==> src/rtl/bpc_pkg.sv <==
// ----------------------------------------------------------------------------
// bpc_pkg: shared definitions for the multi-button press counter
// Register codes, the configuration bundle, field widths and the back-end
// sequencer states.
// ----------------------------------------------------------------------------
package bpc_pkg;

	// Defaults for the top-level parameters.
	localparam int NUM_BUTTONS_DEF = 8;
	localparam int MAX_PRESSES_DEF = 15;
	localparam int TIME_BITS_DEF   = 32;

	// Fixed field widths.
	localparam int MASK_BUTTONS = 8;
	localparam int IDX_W        = 3;
	localparam int CNT_W        = 4;
	localparam int ID_W         = 3;
	localparam int SLOT_W       = 4;
	localparam int SLOT_LIMIT   = 11;
	localparam int TIMEOUT_W    = 16;
	localparam int CFG_IDX_W    = 3;
	localparam int CFG_DATA_W   = 32;
	localparam int QUEUE_DEPTH  = 2;

	// Configuration register indexes.
	typedef enum logic [CFG_IDX_W-1:0] {
		REG_ENABLED_MASK  = 3'd0,
		REG_INVERT_MASK   = 3'd1,
		REG_PRESS_TIMEOUT = 3'd2,
		REG_BUTTON_IDS    = 3'd3,
		REG_BYTE_SLOTS    = 3'd4
	} cfg_reg_t;

	// Configuration bundle handed to the front and back ends.
	typedef struct packed {
		logic [MASK_BUTTONS-1:0]   enabled_mask;
		logic [MASK_BUTTONS-1:0]   invert_mask;
		logic [TIMEOUT_W-1:0]      press_timeout;
		logic [MASK_BUTTONS*ID_W-1:0]   id_table;
		logic [MASK_BUTTONS*SLOT_W-1:0] slot_table;
	} cfg_t;

	localparam cfg_t CFG_RESET = '{
		enabled_mask:  8'd0,
		invert_mask:   8'd0,
		press_timeout: 16'd2,
		id_table:      24'd16434824,
		slot_table:    32'hFFFF_FFFF
	};

	// Back-end sequencer states.
	typedef enum logic [1:0] {
		BK_IDLE,
		BK_EVAL,
		BK_WRITE
	} back_state_t;

endpackage

==> src/rtl/bpc_front.sv <==
// ----------------------------------------------------------------------------
// bpc_front: event classifier
// Accepts pin-change items, applies the enable and invert masks, tracks the
// logical state of each button and forwards only real state changes.
// ----------------------------------------------------------------------------
module bpc_front #(
	parameter int NUM_BUTTONS = bpc_pkg::NUM_BUTTONS_DEF,
	parameter int TIME_BITS   = bpc_pkg::TIME_BITS_DEF
) (
	input  logic                                  clk,
	input  logic                                  arst_n,
	input  logic                                  push,
	input  logic [bpc_pkg::IDX_W-1:0]             button_index,
	input  logic                                  pin_level,
	input  logic [31:0]                           time_sec,
	input  bpc_pkg::cfg_t                         cfg,
	input  logic                                  q_full,
	output logic                                  q_wr,
	output logic [bpc_pkg::IDX_W+TIME_BITS:0]     q_wdata
);
	import bpc_pkg::*;

	localparam int NB    = (NUM_BUTTONS < MASK_BUTTONS) ? NUM_BUTTONS : MASK_BUTTONS;
	localparam int SEL_W = (NB > 1) ? $clog2(NB) : 1;

	logic [NB-1:0]    pressed_q;
	logic [SEL_W-1:0] sel;
	logic             accept;
	logic             enabled;
	logic             state;
	logic             changed;

	// Classify the incoming item.
	always_comb begin
		sel     = button_index[SEL_W-1:0];
		accept  = push && !q_full;
		enabled = (32'(button_index) < NUM_BUTTONS) && cfg.enabled_mask[button_index];
		state   = pin_level ^ cfg.invert_mask[button_index];
		changed = enabled && (state != pressed_q[sel]);
		q_wr    = accept && changed;
		q_wdata = {button_index, state, time_sec[TIME_BITS-1:0]};
	end

	// Logical button state, updated on every forwarded change.
	always_ff @(posedge clk or negedge arst_n) begin
		if (!arst_n) begin
			pressed_q <= '0;
		end else if (q_wr) begin
			pressed_q[sel] <= state;
		end
	end

endmodule

==> src/rtl/bpc_queue.sv <==
// ----------------------------------------------------------------------------
// bpc_queue: short first-in first-out queue
// Decouples the classifier from the press sequencer.
// ----------------------------------------------------------------------------
module bpc_queue #(
	parameter int WIDTH = 36,
	parameter int DEPTH = bpc_pkg::QUEUE_DEPTH
) (
	input  logic             clk,
	input  logic             arst_n,
	input  logic             wr,
	input  logic [WIDTH-1:0] wdata,
	output logic             full,
	input  logic             rd,
	output logic [WIDTH-1:0] rdata,
	output logic             empty
);
	localparam int PW = (DEPTH > 1) ? $clog2(DEPTH) : 1;
	localparam int CW = $clog2(DEPTH + 1);

	logic [WIDTH-1:0] mem_q [DEPTH];
	logic [PW-1:0]    wr_ptr_q;
	logic [PW-1:0]    rd_ptr_q;
	logic [CW-1:0]    count_q;

	assign full  = (count_q == CW'(DEPTH));
	assign empty = (count_q == '0);
	assign rdata = mem_q[rd_ptr_q];

	// Storage.
	always_ff @(posedge clk) begin
		if (wr) begin
			mem_q[wr_ptr_q] <= wdata;
		end
	end

	// Pointers and fill level.
	always_ff @(posedge clk or negedge arst_n) begin
		if (!arst_n) begin
			wr_ptr_q <= '0;
			rd_ptr_q <= '0;
			count_q  <= '0;
		end else begin
			if (wr) begin
				wr_ptr_q <= (wr_ptr_q == PW'(DEPTH - 1)) ? '0 : wr_ptr_q + 1'b1;
			end
			if (rd) begin
				rd_ptr_q <= (rd_ptr_q == PW'(DEPTH - 1)) ? '0 : rd_ptr_q + 1'b1;
			end
			if (wr && !rd) begin
				count_q <= count_q + 1'b1;
			end else if (rd && !wr) begin
				count_q <= count_q - 1'b1;
			end
		end
	end

endmodule

==> src/rtl/bpc_back.sv <==
// ----------------------------------------------------------------------------
// bpc_back: press sequencer
// Takes state changes from the queue, updates press counts and press times,
// decides on a sequence restart and builds the packed status item.
// ----------------------------------------------------------------------------
module bpc_back #(
	parameter int NUM_BUTTONS = bpc_pkg::NUM_BUTTONS_DEF,
	parameter int MAX_PRESSES = bpc_pkg::MAX_PRESSES_DEF,
	parameter int TIME_BITS   = bpc_pkg::TIME_BITS_DEF
) (
	input  logic                              clk,
	input  logic                              arst_n,
	input  bpc_pkg::cfg_t                     cfg,
	input  logic                              q_empty,
	output logic                              q_rd,
	input  logic [bpc_pkg::IDX_W+TIME_BITS:0] q_rdata,
	input  logic                              pop,
	output logic                              empty,
	output logic [bpc_pkg::IDX_W-1:0]         button_index_out,
	output logic [bpc_pkg::SLOT_W-1:0]        slot_index,
	output logic                              slot_valid,
	output logic [7:0]                        status_byte
);
	import bpc_pkg::*;

	localparam int NB    = (NUM_BUTTONS < MASK_BUTTONS) ? NUM_BUTTONS : MASK_BUTTONS;
	localparam int SEL_W = (NB > 1) ? $clog2(NB) : 1;
	localparam int CMP_W = (TIME_BITS > TIMEOUT_W) ? TIME_BITS : TIMEOUT_W;

	back_state_t          state_q, state_d;
	logic [IDX_W-1:0]     b_q;
	logic                 st_q;
	logic [TIME_BITS-1:0] now_q;
	logic                 restart_q;
	logic [CNT_W-1:0]     cnt_q  [NB];
	logic [TIME_BITS-1:0] time_q [NB];

	logic                 out_valid_q;
	logic [IDX_W-1:0]     out_idx_q;
	logic [SLOT_W-1:0]    out_slot_q;
	logic                 out_sv_q;
	logic [7:0]           out_byte_q;

	logic [SEL_W-1:0]     sel;
	logic [TIME_BITS-1:0] mine;
	logic [TIME_BITS-1:0] age_mine;
	logic [NB-1:0]        hit;
	logic                 restart_d;
	logic [CNT_W-1:0]     cnt_cur;
	logic [CNT_W-1:0]     cnt_inc;
	logic [CNT_W-1:0]     new_cnt;
	logic [ID_W-1:0]      id;
	logic [SLOT_W-1:0]    slot;
	logic                 out_ok;
	logic                 do_write;

	// Restart decision: first press, own timeout and later presses of other buttons.
	always_comb begin
		logic [TIME_BITS-1:0] age_j;
		sel      = b_q[SEL_W-1:0];
		mine     = time_q[sel];
		age_mine = now_q - mine;
		for (int j = 0; j < NB; j++) begin
			age_j  = now_q - time_q[j];
			hit[j] = (IDX_W'(j) != b_q) && cfg.enabled_mask[j] && (time_q[j] != '0) &&
				(time_q[j] > mine) &&
				(CMP_W'(age_j) < CMP_W'(cfg.press_timeout));
		end
		restart_d = (mine == '0) ||
			(CMP_W'(age_mine) > CMP_W'(cfg.press_timeout)) ||
			((mine != '0) && (|hit));
	end

	// New count and report fields.
	always_comb begin
		cnt_cur = cnt_q[sel];
		cnt_inc = (cnt_cur < CNT_W'(MAX_PRESSES)) ? cnt_cur + 1'b1 : cnt_cur;
		if (!st_q) begin
			new_cnt = cnt_cur;
		end else if (restart_q) begin
			new_cnt = CNT_W'(1);
		end else begin
			new_cnt = cnt_inc;
		end
		id   = cfg.id_table[b_q*ID_W +: ID_W];
		slot = cfg.slot_table[b_q*SLOT_W +: SLOT_W];
	end

	// Sequencer next state.
	always_comb begin
		state_d  = state_q;
		q_rd     = 1'b0;
		do_write = 1'b0;
		out_ok   = !out_valid_q || pop;
		case (state_q)
			BK_IDLE: begin
				if (!q_empty) begin
					q_rd    = 1'b1;
					state_d = q_rdata[TIME_BITS] ? BK_EVAL : BK_WRITE;
				end
			end
			BK_EVAL: begin
				state_d = BK_WRITE;
			end
			BK_WRITE: begin
				if (out_ok) begin
					do_write = 1'b1;
					state_d  = BK_IDLE;
				end
			end
			default: begin
				state_d = BK_IDLE;
			end
		endcase
	end

	always_ff @(posedge clk or negedge arst_n) begin
		if (!arst_n) begin
			state_q <= BK_IDLE;
		end else begin
			state_q <= state_d;
		end
	end

	// Item registers.
	always_ff @(posedge clk) begin
		if (q_rd) begin
			b_q   <= q_rdata[IDX_W+TIME_BITS:TIME_BITS+1];
			st_q  <= q_rdata[TIME_BITS];
			now_q <= q_rdata[TIME_BITS-1:0];
		end
		if (state_q == BK_EVAL) begin
			restart_q <= restart_d;
		end
	end

	// Per-button counts and press times.
	always_ff @(posedge clk or negedge arst_n) begin
		if (!arst_n) begin
			for (int j = 0; j < NB; j++) begin
				cnt_q[j]  <= '0;
				time_q[j] <= '0;
			end
		end else if (do_write && st_q) begin
			if (restart_q) begin
				for (int j = 0; j < NB; j++) begin
					if (cfg.enabled_mask[j]) begin
						cnt_q[j] <= '0;
					end
				end
			end
			cnt_q[sel]  <= new_cnt;
			time_q[sel] <= now_q;
		end
	end

	// Output register.
	always_ff @(posedge clk or negedge arst_n) begin
		if (!arst_n) begin
			out_valid_q <= 1'b0;
		end else if (do_write) begin
			out_valid_q <= 1'b1;
		end else if (pop) begin
			out_valid_q <= 1'b0;
		end
	end

	always_ff @(posedge clk) begin
		if (do_write) begin
			out_idx_q  <= b_q;
			out_slot_q <= slot;
			out_sv_q   <= (32'(slot) < SLOT_LIMIT);
			out_byte_q <= {st_q, new_cnt, id};
		end
	end

	assign empty            = !out_valid_q;
	assign button_index_out = out_idx_q;
	assign slot_index       = out_slot_q;
	assign slot_valid       = out_sv_q;
	assign status_byte      = out_byte_q;

endmodule

==> src/rtl/multi_button_press_counter_core.sv <==
// ----------------------------------------------------------------------------
// multi_button_press_counter_core: multi-button press counter
// Counts repeated presses per button and reports a packed status byte.
// ----------------------------------------------------------------------------
// Pin-change items enter through a queue interface (push/full) and status
// items leave through another (empty/pop). The classifier takes one item per
// cycle while the queue has room and drops items of disabled buttons or
// without a change of logical state; changes pass through a two-entry queue
// to the press sequencer. The sequencer goes through read and write-back for
// a release and read, restart evaluation against the press times of all
// buttons and write-back for a press, and ends one change before it reads the
// next. A result waits in an output register while the next change is already
// being worked on. Configuration writes are always accepted (cfg_ready is
// high) and must only happen while the block is idle.
// ----------------------------------------------------------------------------
module multi_button_press_counter_core #(
	parameter int NUM_BUTTONS = bpc_pkg::NUM_BUTTONS_DEF,
	parameter int MAX_PRESSES = bpc_pkg::MAX_PRESSES_DEF,
	parameter int TIME_BITS   = bpc_pkg::TIME_BITS_DEF
) (
	input  logic                               clk,
	input  logic                               arst_n,
	input  logic                               push,
	output logic                               full,
	input  logic [bpc_pkg::IDX_W-1:0]          button_index,
	input  logic                               pin_level,
	input  logic [31:0]                        time_sec,
	output logic                               empty,
	input  logic                               pop,
	output logic [bpc_pkg::IDX_W-1:0]          button_index_out,
	output logic [bpc_pkg::SLOT_W-1:0]         slot_index,
	output logic                               slot_valid,
	output logic [7:0]                         status_byte,
	input  logic                               cfg_valid,
	output logic                               cfg_ready,
	input  logic [bpc_pkg::CFG_IDX_W-1:0]      cfg_index,
	input  logic [bpc_pkg::CFG_DATA_W-1:0]     cfg_data
);
	import bpc_pkg::*;

	localparam int EVT_W = IDX_W + 1 + TIME_BITS;

	cfg_t             cfg_q;
	logic             q_wr;
	logic             q_rd;
	logic             q_empty;
	logic [EVT_W-1:0] q_wdata;
	logic [EVT_W-1:0] q_rdata;

	assign cfg_ready = 1'b1;

	// Configuration registers.
	always_ff @(posedge clk or negedge arst_n) begin
		if (!arst_n) begin
			cfg_q <= CFG_RESET;
		end else if (cfg_valid && cfg_ready) begin
			case (cfg_reg_t'(cfg_index))
				REG_ENABLED_MASK:  cfg_q.enabled_mask  <= cfg_data[MASK_BUTTONS-1:0];
				REG_INVERT_MASK:   cfg_q.invert_mask   <= cfg_data[MASK_BUTTONS-1:0];
				REG_PRESS_TIMEOUT: cfg_q.press_timeout <= cfg_data[TIMEOUT_W-1:0];
				REG_BUTTON_IDS:    cfg_q.id_table      <= cfg_data[MASK_BUTTONS*ID_W-1:0];
				REG_BYTE_SLOTS:    cfg_q.slot_table    <= cfg_data[MASK_BUTTONS*SLOT_W-1:0];
				default: begin
				end
			endcase
		end
	end

	// Classifier.
	bpc_front #(
		.NUM_BUTTONS(NUM_BUTTONS),
		.TIME_BITS  (TIME_BITS)
	) u_front (
		.clk         (clk),
		.arst_n      (arst_n),
		.push        (push),
		.button_index(button_index),
		.pin_level   (pin_level),
		.time_sec    (time_sec),
		.cfg         (cfg_q),
		.q_full      (full),
		.q_wr        (q_wr),
		.q_wdata     (q_wdata)
	);

	// Queue between classifier and sequencer.
	bpc_queue #(
		.WIDTH(EVT_W),
		.DEPTH(QUEUE_DEPTH)
	) u_queue (
		.clk   (clk),
		.arst_n(arst_n),
		.wr    (q_wr),
		.wdata (q_wdata),
		.full  (full),
		.rd    (q_rd),
		.rdata (q_rdata),
		.empty (q_empty)
	);

	// Press sequencer.
	bpc_back #(
		.NUM_BUTTONS(NUM_BUTTONS),
		.MAX_PRESSES(MAX_PRESSES),
		.TIME_BITS  (TIME_BITS)
	) u_back (
		.clk             (clk),
		.arst_n          (arst_n),
		.cfg             (cfg_q),
		.q_empty         (q_empty),
		.q_rd            (q_rd),
		.q_rdata         (q_rdata),
		.pop             (pop),
		.empty           (empty),
		.button_index_out(button_index_out),
		.slot_index      (slot_index),
		.slot_valid      (slot_valid),
		.status_byte     (status_byte)
	);

endmodule

==> config.mk <==
export PLATFORM = sky130hd
export DESIGN_NAME = multi_button_press_counter_core
export DESIGN_NICKNAME = d
export VERILOG_FILES = /design/src/rtl/bpc_pkg.sv /design/src/rtl/bpc_front.sv /design/src/rtl/bpc_queue.sv /design/src/rtl/bpc_back.sv /design/src/rtl/multi_button_press_counter_core.sv
export SDC_FILE = /design/constraint.sdc
export NUM_CORES = 2
export LEC_CHECK = 0
export BUFFER_PORTS_ARGS = -buffer_cell sky130_fd_sc_hd__buf_2
export CORE_MARGIN = 5
export CORE_UTILIZATION = 40
export DETAILED_ROUTE_END_ITERATION = 10
export PLACE_DENSITY = 0.65
export SYNTH_ARGS = -nofsm -noshare
export SYNTH_HDL_FRONTEND = slang
export SYNTH_SLANG_ARGS = --single-unit
==> constraint.sdc <==
create_clock -name clk -period 16.67 [get_ports clk]
set_clock_uncertainty 0.05 [all_clocks]
set_input_delay 1.667 -clock clk [delete_from_list [all_inputs] [get_ports clk]]
set_output_delay 1.667 -clock clk [all_outputs]
set_load 0.01 [all_outputs]
==> qor.csv <==
stage;metric;value;unit
run_status;status;finished clean;
cts;root buf cell;clkbuf_16;
synth;prevailing post-synth register cell;dfrtp_1;
critical_path;Buf/Inv on CP;1;
finish;fillcell total;11500;
sta;fmax;0.118;GHz
cts;hold buffer count at CTS;0;
sta;final hold vios;0;
sta;# setup viols final;0;
grt;initial antenna violation count;12;
critical_path;endpoint type of the worst setup path;register;
die;Die Height;354;um
critical_path;origin of the critical flop-to-flop path;u_back.b_q[2]$_DFFE_PP_;
critical_path;crit path DAT;8.79;ns
die;Rows;126;
critical_path;WP data required;16.99;ns
cts;Post-CTS Repair Setup Buffers;0;
critical_path;end of the critical path;u_back.restart_q$_DFFE_PP_;
route;WL final;204000;um
finish;fin util;44.0;%
sta;Slew Viols, Final;0;
synth;Avg Cell Area, Syn;8.86;um^2
sta;RSZ-0062 raised after global routing;false;
die;die area;126000;um^2
sta;Worst-Margin Slew;1.25;ns
critical_path;crit-path cells;buf_4 > nor2b_1 > a22oi_1 > nand2_1 > ha_1 > a2111oi_0 > a21oi_1 > or2_2 > nand2_1 > o21ai_0 > xor2_1 > ha_1 > nand4_1 > nor4_1 > a21oi_1 > nor4_1 > o2111ai_1 > nor4_1 > nand4_1 > nor4_1 > o211ai_1 > a2111oi_2 > o311ai_1;
finish;register area;13600;um^2
route;routed wire length per instance;29.2;um
cts;maximum buffer depth of the clock tree;3;
critical_path;slowest cell delay on critical path;0.90;ns
sta;Slew HR;15.8;%
place;DP HPWL;159000;um
route;remaining antenna violation count;0;
synth;Cells after Synth;5355;
sta;final period demand of the worst path;8.48;ns
critical_path;CP Class;register to register;
die;core box area;118000;um^2
cts;register clock-pin slew on the reported worst setup and hold paths;0.06;ns
sta;Tcrit/Tclk final;50.9;%
synth;ys async rst share;75.8;%
synth;post-synth net total;6115;
critical_path;WP depth;23;
route;DRC viols;0;
route;Vias;44700;
die;Initial Util;40.2;%
grt;overall routing resource usage;31.4;%
critical_path;startpoint class of the critical path;register;
min_path;HP Class;register to register;
synth;Synth Register Bits;516;
critical_path;path depth of the worst reg2reg path;23;
cts;clk_lat worst skew;0.69;ns
place;Buffers on Ports;93;
cts;Clock H-tree levels;3;
grt;pin count of the biggest net entering global routing;133;
synth;yosys warns;0;
cts;CTS tree;yes;
cts;CTS Buf Count;66;
critical_path;Max FO, Critical Path;50;
die;I/O pin cnt;95;
finish;Synth-to-Final Area Change;9.46;%
grt;vias in the first global route;42600;
place;GPL Wtd Cong;1.08;
job;Max Cap Viol;0;
sta;setup TNS;0;ns
finish;area of the multi-input gates;31500;um^2
grt;first-pass GRT wire length;293000;um
route;drt pass-1 iters;6;
critical_path;worst reg-to-reg setup slack;8.19;ns
critical_path;reg-to-reg endpoint;u_back.restart_q$_DFFE_PP_;
critical_path;largest delay contributor family on the critical path;simple AND/OR/NAND/NOR gates;
synth;Synth Cell Area;47400;um^2
finish;nets@finish;6153;
critical_path;CP startpoint;u_back.b_q[2]$_DFFE_PP_;
cts;clock sink total;516;
synth;register area share after synthesis;28.7;%
cts;post_cts resized;0;
critical_path;cell mode on critical path;nor4_1;
route;Via density;6.39;
synth;count of cell types in the netlist;89;
grt;total grt overflow;0;
critical_path;slowest cell on the critical path;edfxtp_1;
die;Die X;354;um
synth;EDFF count, synth;125;
route;First DRT Iteration DRCs;4932;
finish;share of cells above drive strength 1;10.7;%
-- cell usage in the layout (no fill, tap or decap), types with 54 or more instances in the layout --
cell type,netlist,final
a21oi_1,412,412
inv_1,366,366
buf_2,25,92
o211ai_1,55,55
buf_4,34,107
nor3_1,75,72
nor2b_1,57,56
nor4_1,106,105
nand3_1,101,101
clkbuf_16,0,66
ha_1,675,675
edfxtp_1,125,125
mux4_2,61,61
nand2b_1,70,70
xor2_1,66,66
a31oi_1,54,54
o21ai_0,452,452
mux2_2,129,129
dfrtp_1,346,345
nand2_1,570,570
mux2i_1,79,79
nand4_1,157,157
xnor2_1,124,124
nor2_1,196,189
a21o_1,159,159
-- metal layers --
layer | up-vias | global-route usage [%] | wire length [um]
met5 | - | 0 | 34
met2 | 2273 | 47.4 | 86700
met1 | 21700 | 40.6 | 82500
met4 | 6 | 20.2 | 15900
met3 | 593 | 6.98 | 19000
li1 | 20100 | - | -
-- final cells by class --
cell class	count	area share, %
Clock buffer	84	3.39
Clock inverter	36	0.805
Tap cell	1536	3.70
Multi-Input combinational cell	4240	60.7
Sequential cell	516	26.2
Timing Repair Buffer	201	2.50
Antenna cell	8	0.0386
Inverter	368	2.66
-- cells by family after synthesis --
logic type,after synthesis,share of synthesized area (%)
xor+xnor,190,3.51
mux,283,7.98
compound gates,1588,21.1
fa+ha+maj,684,18.2
buf+inv,599,5.09
simple gates,1494,15.5
flops,516,28.7
other cells,1,0.00791
-- registers in the layout (all words and copies together), names as in the netlist --
register	count
cfg_q	88
u_back.b_q	3
u_back.button_index_out	3
u_back.cnt_q	32
u_back.now_q	32
u_back.out_valid_q	1
u_back.restart_q	1
u_back.slot_index	4
u_back.slot_valid	1
u_back.st_q	1
u_back.state_q	2
u_back.status_byte	8
u_back.time_q	256
u_front.pressed_q	8
u_queue.count_q	2
u_queue.mem_q	72
u_queue.rd_ptr_q	1
u_queue.wr_ptr_q	1
-- worst min path at each step --
stage | startpoint | endpoint | cells past startpoint
after floorplan | u_back.st_q$_DFFE_PP_ | u_back.status_byte[7]$_DFFE_PP_ | 0
after global placement | u_front.pressed_q[4]$_DFFE_PN0P_ | u_front.pressed_q[4]$_DFFE_PN0P_ | 1
after detailed placement | u_front.pressed_q[7]$_DFFE_PN0P_ | u_front.pressed_q[7]$_DFFE_PN0P_ | 1
after CTS | u_front.pressed_q[7]$_DFFE_PN0P_ | u_front.pressed_q[7]$_DFFE_PN0P_ | 1
after global routing | u_back.cnt_q[2]$_DFFE_PN0P_ | u_back.cnt_q[2]$_DFFE_PN0P_ | 1
final | u_front.pressed_q[7]$_DFFE_PN0P_ | u_front.pressed_q[7]$_DFFE_PN0P_ | 1
-- per-stage QoR --
step           instance area (um^2)  std cells  hold WS, ns  worst slack [ns]
4_1_cts                       51900       6981        0.437              8.26
3_3_place_gp                  49700       6861        0.418              8.46
6_report                      51900       6989        0.436              8.19
3_5_place_dp                  49700       6861        0.424              8.32
2_1_floorplan                 47400       5355        0.374             10.40
5_1_grt                       51900       6981        0.459              7.78
-- Yosys cell counts, drive strengths merged (101+ instances only) --
library cell / number / area, um^2
a21oi: 412 / 2060
nor2: 196 / 736
inv: 368 / 1380
ha: 675 / 8450
a21o: 159 / 1190
o21ai: 466 / 2330
nand3: 101 / 505
clkbuf: 153 / 574
mux2: 142 / 1600
nor4: 106 / 663
nand2: 570 / 2140
dfrtp: 346 / 8660
xnor2: 124 / 1090
nand4: 157 / 982
edfxtp: 125 / 3750
Power is left out: the tool's default activity adds up to more than one toggle a clock period on the data nets, which glitch-free logic cannot reach.
